**src/rtl/fir_pkg.sv**
```systemverilog
// Shared constants and types for the streaming FIR filter.
package fir_pkg;

    localparam int MAX_TAPS     = 64;
    localparam int TAP_AW       = $clog2(MAX_TAPS);
    localparam int SAMPLE_WIDTH = 16;
    localparam int FRAC_BITS    = SAMPLE_WIDTH - 1;
    localparam int COUNT_W      = 7;
    localparam int PROD_W       = 2 * SAMPLE_WIDTH;
    localparam int ACC_W        = PROD_W + TAP_AW + 1;

    localparam logic [COUNT_W-1:0] TAPS_RESET = COUNT_W'(64);

    typedef enum logic [1:0] {
        ITEM_SAMPLE = 2'd0,
        ITEM_COEFF  = 2'd1
    } fir_kind_t;

    typedef enum logic [1:0] {
        ST_IDLE,
        ST_ISSUE,
        ST_DRAIN,
        ST_FINISH
    } fir_state_t;

endpackage

```
**src/rtl/fir_if.sv**
```systemverilog
// Stream interfaces for the FIR filter input items and results.
interface fir_in_if
    import fir_pkg::*;
();
    logic                           valid;
    logic                           ready;
    logic                           kind;
    logic        [TAP_AW-1:0]       tap_index;
    logic signed [SAMPLE_WIDTH-1:0] value;

    modport source (output valid, output kind, output tap_index, output value, input ready);
    modport sink   (input valid, input kind, input tap_index, input value, output ready);
endinterface

interface fir_out_if
    import fir_pkg::*;
();
    logic                           valid;
    logic                           ready;
    logic signed [SAMPLE_WIDTH-1:0] filtered;
    logic                           saturated;

    modport source (output valid, output filtered, output saturated, input ready);
    modport sink   (input valid, input filtered, input saturated, output ready);
endinterface

```
**src/rtl/fir_filter_stream.sv**
```systemverilog
// Direct-form FIR filter with delay line and taps in synchronous memories.
// A sample walks N taps in the issue state (skipped if N is 0), N = active taps (clipped to 64),
// then drain and finish form the registered result; one multiply-accumulate walks a tap a cycle.
// Items are taken only while idle, so a new sample waits until the last result is loaded.
// Reset: asynchronous, active low; delay line and taps read as zero until written,
// through per-entry valid bits, and active taps returns to 64. No clearing pass is needed.
module fir_filter_stream
    import fir_pkg::*;
(
    input  logic               clk,
    input  logic               rst_n,
    input  logic               cfg_we,
    input  logic [COUNT_W-1:0] cfg_wdata,
    fir_in_if.sink             samples,
    fir_out_if.source          results
);

    localparam int RND_W = ACC_W + 1;
    localparam logic signed [RND_W-1:0] SAT_HI = RND_W'((1 << FRAC_BITS) - 1);
    localparam logic signed [RND_W-1:0] SAT_LO = -SAT_HI - RND_W'(1);
    localparam logic signed [RND_W-1:0] RND_HALF = RND_W'(1 << (FRAC_BITS - 1));

    fir_state_t state_reg, state_next;

    logic [COUNT_W-1:0] active_taps_reg;
    logic [TAP_AW-1:0]  newest_pos_reg;
    logic [TAP_AW-1:0]  cnt_reg, cnt_next;

    logic signed [SAMPLE_WIDTH-1:0] delay_mem [MAX_TAPS];
    logic signed [SAMPLE_WIDTH-1:0] coeff_mem [MAX_TAPS];
    logic [MAX_TAPS-1:0]            delay_vld_reg;
    logic [MAX_TAPS-1:0]            coeff_vld_reg;

    logic signed [SAMPLE_WIDTH-1:0] delay_rd_reg, coeff_rd_reg;
    logic                           delay_rd_ok_reg, coeff_rd_ok_reg;
    logic                           rd_vld_reg, prod_vld_reg;
    logic signed [PROD_W-1:0]       prod_reg;
    logic signed [ACC_W-1:0]        acc_reg;

    logic                           out_valid_reg, out_sat_reg;
    logic signed [SAMPLE_WIDTH-1:0] out_filtered_reg;

    logic in_fire, sample_fire, coeff_fire;
    logic issue, fin_load;
    logic [COUNT_W-1:0] n_eff;
    logic [COUNT_W-1:0] n_last;
    logic [TAP_AW-1:0]  write_pos;
    logic [TAP_AW-1:0]  read_slot;
    logic signed [SAMPLE_WIDTH-1:0] delay_q, coeff_q;
    logic signed [RND_W-1:0]        rounded, shifted;
    logic signed [SAMPLE_WIDTH-1:0] clip_value;
    logic                           clip_flag;

    assign in_fire     = samples.valid && samples.ready;
    assign sample_fire = in_fire && (samples.kind == ITEM_SAMPLE[0]);
    assign coeff_fire  = in_fire && (samples.kind == ITEM_COEFF[0]);

    assign n_eff     = (active_taps_reg > COUNT_W'(MAX_TAPS)) ? COUNT_W'(MAX_TAPS)
                                                              : active_taps_reg;
    assign n_last    = n_eff - COUNT_W'(1);
    assign write_pos = newest_pos_reg + TAP_AW'(1);
    // The newest sample sits at newest_pos_reg once the walk starts.
    assign read_slot = newest_pos_reg - cnt_reg;

    // Next-state logic.
    always_comb
    begin
        state_next = state_reg;
        cnt_next   = cnt_reg;
        unique case (state_reg)
            ST_IDLE:
            begin
                cnt_next = '0;
                if (sample_fire)
                begin
                    state_next = (n_eff == '0) ? ST_DRAIN : ST_ISSUE;
                end
            end
            ST_ISSUE:
            begin
                if (cnt_reg == n_last[TAP_AW-1:0])
                begin
                    state_next = ST_DRAIN;
                end
                else
                begin
                    cnt_next = cnt_reg + TAP_AW'(1);
                end
            end
            ST_DRAIN:
            begin
                if (!rd_vld_reg && !prod_vld_reg)
                begin
                    state_next = ST_FINISH;
                end
            end
            ST_FINISH:
            begin
                if (!out_valid_reg || results.ready)
                begin
                    state_next = ST_IDLE;
                end
            end
            default:
            begin
                state_next = ST_IDLE;
            end
        endcase
    end

    // Output and control decode.
    always_comb
    begin
        samples.ready = 1'b0;
        issue         = 1'b0;
        fin_load      = 1'b0;
        unique case (state_reg)
            ST_IDLE:   samples.ready = 1'b1;
            ST_ISSUE:  issue = 1'b1;
            ST_DRAIN:  ;
            ST_FINISH: fin_load = !out_valid_reg || results.ready;
            default:   ;
        endcase
    end

    always_ff @(posedge clk or negedge rst_n)
    begin
        if (!rst_n)
        begin
            state_reg       <= ST_IDLE;
            cnt_reg         <= '0;
            active_taps_reg <= TAPS_RESET;
            newest_pos_reg  <= '0;
            delay_vld_reg   <= '0;
            coeff_vld_reg   <= '0;
            rd_vld_reg      <= 1'b0;
            prod_vld_reg    <= 1'b0;
            out_valid_reg   <= 1'b0;
        end
        else
        begin
            state_reg    <= state_next;
            cnt_reg      <= cnt_next;
            rd_vld_reg   <= issue;
            prod_vld_reg <= rd_vld_reg;
            if (cfg_we)
            begin
                active_taps_reg <= cfg_wdata;
            end
            if (sample_fire)
            begin
                newest_pos_reg           <= write_pos;
                delay_vld_reg[write_pos] <= 1'b1;
            end
            if (coeff_fire)
            begin
                coeff_vld_reg[samples.tap_index] <= 1'b1;
            end
            if (fin_load)
            begin
                out_valid_reg <= 1'b1;
            end
            else if (results.ready)
            begin
                out_valid_reg <= 1'b0;
            end
        end
    end

    // Memories: one write and one registered read each.
    always_ff @(posedge clk)
    begin
        if (sample_fire)
        begin
            delay_mem[write_pos] <= samples.value;
        end
        delay_rd_reg    <= delay_mem[read_slot];
        delay_rd_ok_reg <= delay_vld_reg[read_slot];
    end

    always_ff @(posedge clk)
    begin
        if (coeff_fire)
        begin
            coeff_mem[samples.tap_index] <= samples.value;
        end
        coeff_rd_reg    <= coeff_mem[cnt_reg];
        coeff_rd_ok_reg <= coeff_vld_reg[cnt_reg];
    end

    assign delay_q = delay_rd_ok_reg ? delay_rd_reg : '0;
    assign coeff_q = coeff_rd_ok_reg ? coeff_rd_reg : '0;

    // Multiply stage, then accumulate stage.
    always_ff @(posedge clk)
    begin
        if (rd_vld_reg)
        begin
            prod_reg <= delay_q * coeff_q;
        end
        if (sample_fire)
        begin
            acc_reg <= '0;
        end
        else if (prod_vld_reg)
        begin
            acc_reg <= acc_reg + {{(ACC_W - PROD_W){prod_reg[PROD_W-1]}}, prod_reg};
        end
    end

    // Round half up, then clip to the sample range.
    assign rounded = {acc_reg[ACC_W-1], acc_reg} + RND_HALF;
    assign shifted = rounded >>> FRAC_BITS;

    always_comb
    begin
        clip_flag = 1'b0;
        priority if (shifted > SAT_HI)
        begin
            clip_value = SAT_HI[SAMPLE_WIDTH-1:0];
            clip_flag  = 1'b1;
        end
        else if (shifted < SAT_LO)
        begin
            clip_value = SAT_LO[SAMPLE_WIDTH-1:0];
            clip_flag  = 1'b1;
        end
        else
        begin
            clip_value = shifted[SAMPLE_WIDTH-1:0];
        end
    end

    always_ff @(posedge clk)
    begin
        if (fin_load)
        begin
            out_filtered_reg <= clip_value;
            out_sat_reg      <= clip_flag;
        end
    end

    assign results.valid     = out_valid_reg;
    assign results.filtered  = out_filtered_reg;
    assign results.saturated = out_sat_reg;

    a_read_from_issue: assert property (@(posedge clk) disable iff (!rst_n)
        rd_vld_reg |-> $past(state_reg == ST_ISSUE))
        else $error("tap read without an issue cycle");

    a_finish_empty: assert property (@(posedge clk) disable iff (!rst_n)
        (state_reg == ST_FINISH) |-> (!rd_vld_reg && !prod_vld_reg))
        else $error("result formed while products are still in flight");

    a_issue_in_range: assert property (@(posedge clk) disable iff (!rst_n)
        (state_reg == ST_ISSUE) |-> ({1'b0, cnt_reg} < n_eff))
        else $error("tap counter ran past the active taps");

    a_result_from_finish: assert property (@(posedge clk) disable iff (!rst_n)
        $rose(out_valid_reg) |-> $past(state_reg == ST_FINISH))
        else $error("result appeared without a finished sum");

endmodule

```
**src/flat_wrapper.sv**
```systemverilog
// flat-port wrapper written by rule: the top's interface ports become plain ports
module fir_filter_stream_flat import fir_pkg::*;
  (clk, rst_n, cfg_we, cfg_wdata, samples_valid, samples_kind, samples_tap_index, samples_value, samples_ready, results_valid, results_filtered, results_saturated, results_ready);
  fir_in_if samples_i ();
  fir_out_if results_i ();
  input  logic clk;
  input  logic rst_n;
  input  logic cfg_we;
  input  logic [COUNT_W-1:0] cfg_wdata;
  input wire logic [$bits(samples_i.valid)-1:0] samples_valid;
  input wire logic [$bits(samples_i.kind)-1:0] samples_kind;
  input wire logic [$bits(samples_i.tap_index)-1:0] samples_tap_index;
  input wire logic [$bits(samples_i.value)-1:0] samples_value;
  output wire logic [$bits(samples_i.ready)-1:0] samples_ready;
  output wire logic [$bits(results_i.valid)-1:0] results_valid;
  output wire logic [$bits(results_i.filtered)-1:0] results_filtered;
  output wire logic [$bits(results_i.saturated)-1:0] results_saturated;
  input wire logic [$bits(results_i.ready)-1:0] results_ready;
  assign samples_i.valid = samples_valid;
  assign samples_i.kind = samples_kind;
  assign samples_i.tap_index = samples_tap_index;
  assign samples_i.value = samples_value;
  assign samples_ready = samples_i.ready;
  assign results_valid = results_i.valid;
  assign results_filtered = results_i.filtered;
  assign results_saturated = results_i.saturated;
  assign results_i.ready = results_ready;
  fir_filter_stream u_core (.clk(clk), .rst_n(rst_n), .cfg_we(cfg_we), .cfg_wdata(cfg_wdata), .samples(samples_i), .results(results_i));
endmodule
```
**config.mk**
```make
export PLATFORM = sky130hd
export DESIGN_NAME = fir_filter_stream_flat
export DESIGN_NICKNAME = d
export VERILOG_FILES = /design/src/rtl/fir_pkg.sv /design/src/rtl/fir_if.sv /design/src/rtl/fir_filter_stream.sv /design/src/flat_wrapper.sv
export SDC_FILE = /design/constraint.sdc
export NUM_CORES = 2
export LEC_CHECK = 0
export ABC_AREA = 1
export BUFFER_PORTS_ARGS = -buffer_cell sky130_fd_sc_hd__buf_2
export CAP_MARGIN = 10
export CORE_MARGIN = 2
export CORE_UTILIZATION = 55
export DETAILED_ROUTE_END_ITERATION = 10
export PLACE_DENSITY = 0.81
export SYNTH_ARGS = -nofsm -noshare
export SYNTH_HDL_FRONTEND = slang
export SYNTH_SLANG_ARGS = --single-unit
```
**constraint.sdc**
```tcl
create_clock -name clk -period 5.8 [get_ports clk]
set_input_delay 0.58 -clock clk [delete_from_list [all_inputs] [get_ports clk]]
set_output_delay 0.58 -clock clk [all_outputs]
set_load 0.01 [all_outputs]
```
==> metrics <==
number of nets produced by synthesis 9425; Synth Area per Inst 11.59 um^2; share of the yosys chip area belonging to registers 65.47%; effective utilization at floorplan 55.44%; crit share post-route 98.86%; die outline area 193000 um^2; cell row count 159; transition time at the pin with the least slew margin 1235 ps; # nets final 9623; final period demand of the worst path 5734 ps; register clock-pin slew on the reported worst setup and hold paths 60 ps; Total Routing Usage GR 29.74%; aggregate routed wire length 291900 um; vias in the first global route 72285; Tot Pwr 67.51 mW; Max Transition Viols Final 0; GP Congestion 0.9718; overflow left after global routing 0; via density per instance 6.260; Seq. cell area 68260 um^2; Crit path buffers/inverters 11; setup repair after global routing missed its margin true; Max Root-Sink Buffers 3; remaining max-slew budget at the tightest pin 16.82%; Distinct cells, synth 50; ANT nets after route 0; largest stage delay on the critical path 610 ps; flop and latch count out of synthesis 2322; utilization after layout 62.61%; die height 439.3 um; most common cell after layout, fill and taps aside edfxtp_1; Num CTS Buffers 215; largest driver fanout on the critical path 7; Top cell by count, worst path fa_1; 1st-pass router iterations 9; DP HPWL 174300 um; status complete, but fails checks; Ys Warns 0; signed area change from the synthesized netlist to the final layout 12.92%; Hold Crit Class input pin to register; PortBufs 53; width of the chip 439.3 um; post-synthesis instance area 104200 um^2; Arrival @ worst endpoint 6380 ps; most used cells in the layout excluding fill and tap cells 2097 x edfxtp_1, 1547 x nor2_1, 1299 x o21ai_0; class of the most critical setup path register to register; final routed wire length divided by cell count 24.57 um; PD cells 573.6 nW/um^2; peak ir drop on the vdd network 943.4 uV; top flop regs u_core.coeff_mem: 1024 flops, u_core.delay_mem: 1024 flops; pin count of the biggest net entering global routing 229; Root Buffer clkbuf_16; violated checks DRC; post-synthesis cell count 8993; CTS tree yes; library cell contributing the largest single delay on the critical path fa_1; family with the most delay on the worst path adder cells; first-pass GRT wire length 435700 um; data required time of the critical path 6450 ps; r2r setup slk 70 ps; startpoint types register; final-layout fill cell count 13380; drt first-iter violations 11228; P_leak 43.32 nW; crit end category register; share of cells above drive strength 1 11.68%; number of antenna violations at the first check in global routing 7; Std-Cell Core Area 188000 um^2; Final Hold Viols 0; Setup violations, final 0; routed via count 74370; max-capacitance violation count 0; sinks on the clock net 2322; drt drc 2; later-pin clock latency in the skew report 940 ps; H-Tree Level Count 4; I/O pin count 54; achievable clock frequency 0.1744 GHz; multi-input gate area in the final layout 32370 um^2; worst setup skew after layout 103.0 ps
-- worst paths after layout --
| kind | start | end | cells past startpoint |
|---|---|---|---|
| max in group asynchronous | rst_n | u_core.delay_vld_reg[11] | 3 |
| worst min register to register | u_core.delay_vld_reg[60] | u_core.delay_vld_reg[60] | 2 |
| worst max-delay path | u_core.delay_rd_ok_reg | u_core.prod_reg[26] | 28 |
| min in group asynchronous | rst_n | u_core.coeff_vld_reg[35] | 2 |
| worst max register to register | u_core.delay_rd_ok_reg | u_core.prod_reg[26] | 28 |
| worst min-delay path | cfg_we | u_core.active_taps_reg[5] | 2 |
-- through the flow --
step	hold WS [ps]	cells	cell area (um^2)	setup WS (ps)	TNS, ps
2_1_floorplan	284.4	8993	104200	6.459	0
3_3_place_gp	439.2	11430	109100	-79.46	-264.8
3_5_place_dp	444.9	11430	109100	-138.4	-971.1
4_1_cts	18.09	11853	116800	0.1221	0
5_1_grt	69.18	11877	117700	-121.9	-572.0
6_report	78.19	11881	117700	65.90	0
-- timing repair --
action	in CTS	in global routing
endpoints found under the hold margin	33	0
hold buffers	17	0
gates cloned	0	2
pin swaps	3	76
setup endpoints to repair	10	18
buffers inserted	0	19
resized for setup	14	205
-- report_power, final --
group | internal (mW) | switching [mW]
Clock | 8.30 | 6.40
Combinational | 10.6 | 22.4
Sequential | 19.2 | 0.663
-- synth_stat cells, drive strengths merged --
library cell | count | area share (%)
dfxtp | 73 | 1.4
o21ai | 1364 | 6.5
nor4 | 3 | 0.018
inv | 571 | 2.1
o221ai | 258 | 2.2
or3 | 1 | 0.0060
o211ai | 8 | 0.058
or2 | 84 | 0.50
a211oi | 1 | 0.0072
o21bai | 17 | 0.13
nand3b | 1 | 0.0072
mux2 | 2 | 0.022
nand4 | 26 | 0.16
a21oi | 211 | 1.0
o22ai | 256 | 1.5
dfrtp | 151 | 3.6
fa | 264 | 5.1
nor2 | 1579 | 5.7
nand3 | 392 | 1.9
xor2 | 54 | 0.45
and3 | 2 | 0.012
and2 | 2 | 0.012
dfstp | 1 | 0.025
o21a | 1 | 0.0072
a31oi | 4 | 0.024
xnor2 | 19 | 0.17
a221oi | 1 | 0.0084
edfxtp | 2097 | 60
buf | 145 | 0.69
clkinv | 7 | 0.025
ha | 133 | 1.6
a31o | 1 | 0.0084
nand2 | 859 | 3.1
a21boi | 4 | 0.029
a21o | 7 | 0.050
clkbuf | 379 | 1.4
nor3 | 15 | 0.083
-- cell type report --
class / instances / share of cell area, %
sequential: 2322 / 57.99
multi-input combinational: 5569 / 27.51
clock buffer: 287 / 5.017
timing repair buffer: 505 / 3.610
tap: 2495 / 2.652
inverter: 578 / 1.885
clock inverter: 119 / 1.325
antenna: 6 / 0.01276
-- cell families after synthesis --
family	after synthesis	synth area share (%)
compound gates	2133	11.59
xor+xnor	73	0.6278
fa+ha+maj	397	6.667
buf+inv	1102	4.132
flops	2322	65.47
mux	2	0.02161
simple gates	2964	11.50
-- metal layers --
layer / up-vias / GRT usage, % / routed length (um)
li1: 32269 / - / -
met1: 36197 / 39.74 / 106400
met2: 5034 / 46.81 / 136900
met3: 868 / 6.047 / 33450
met4: 2 / 14.48 / 15100
met5: - / 0 / 10
Power figures use the tool's default switching activity.
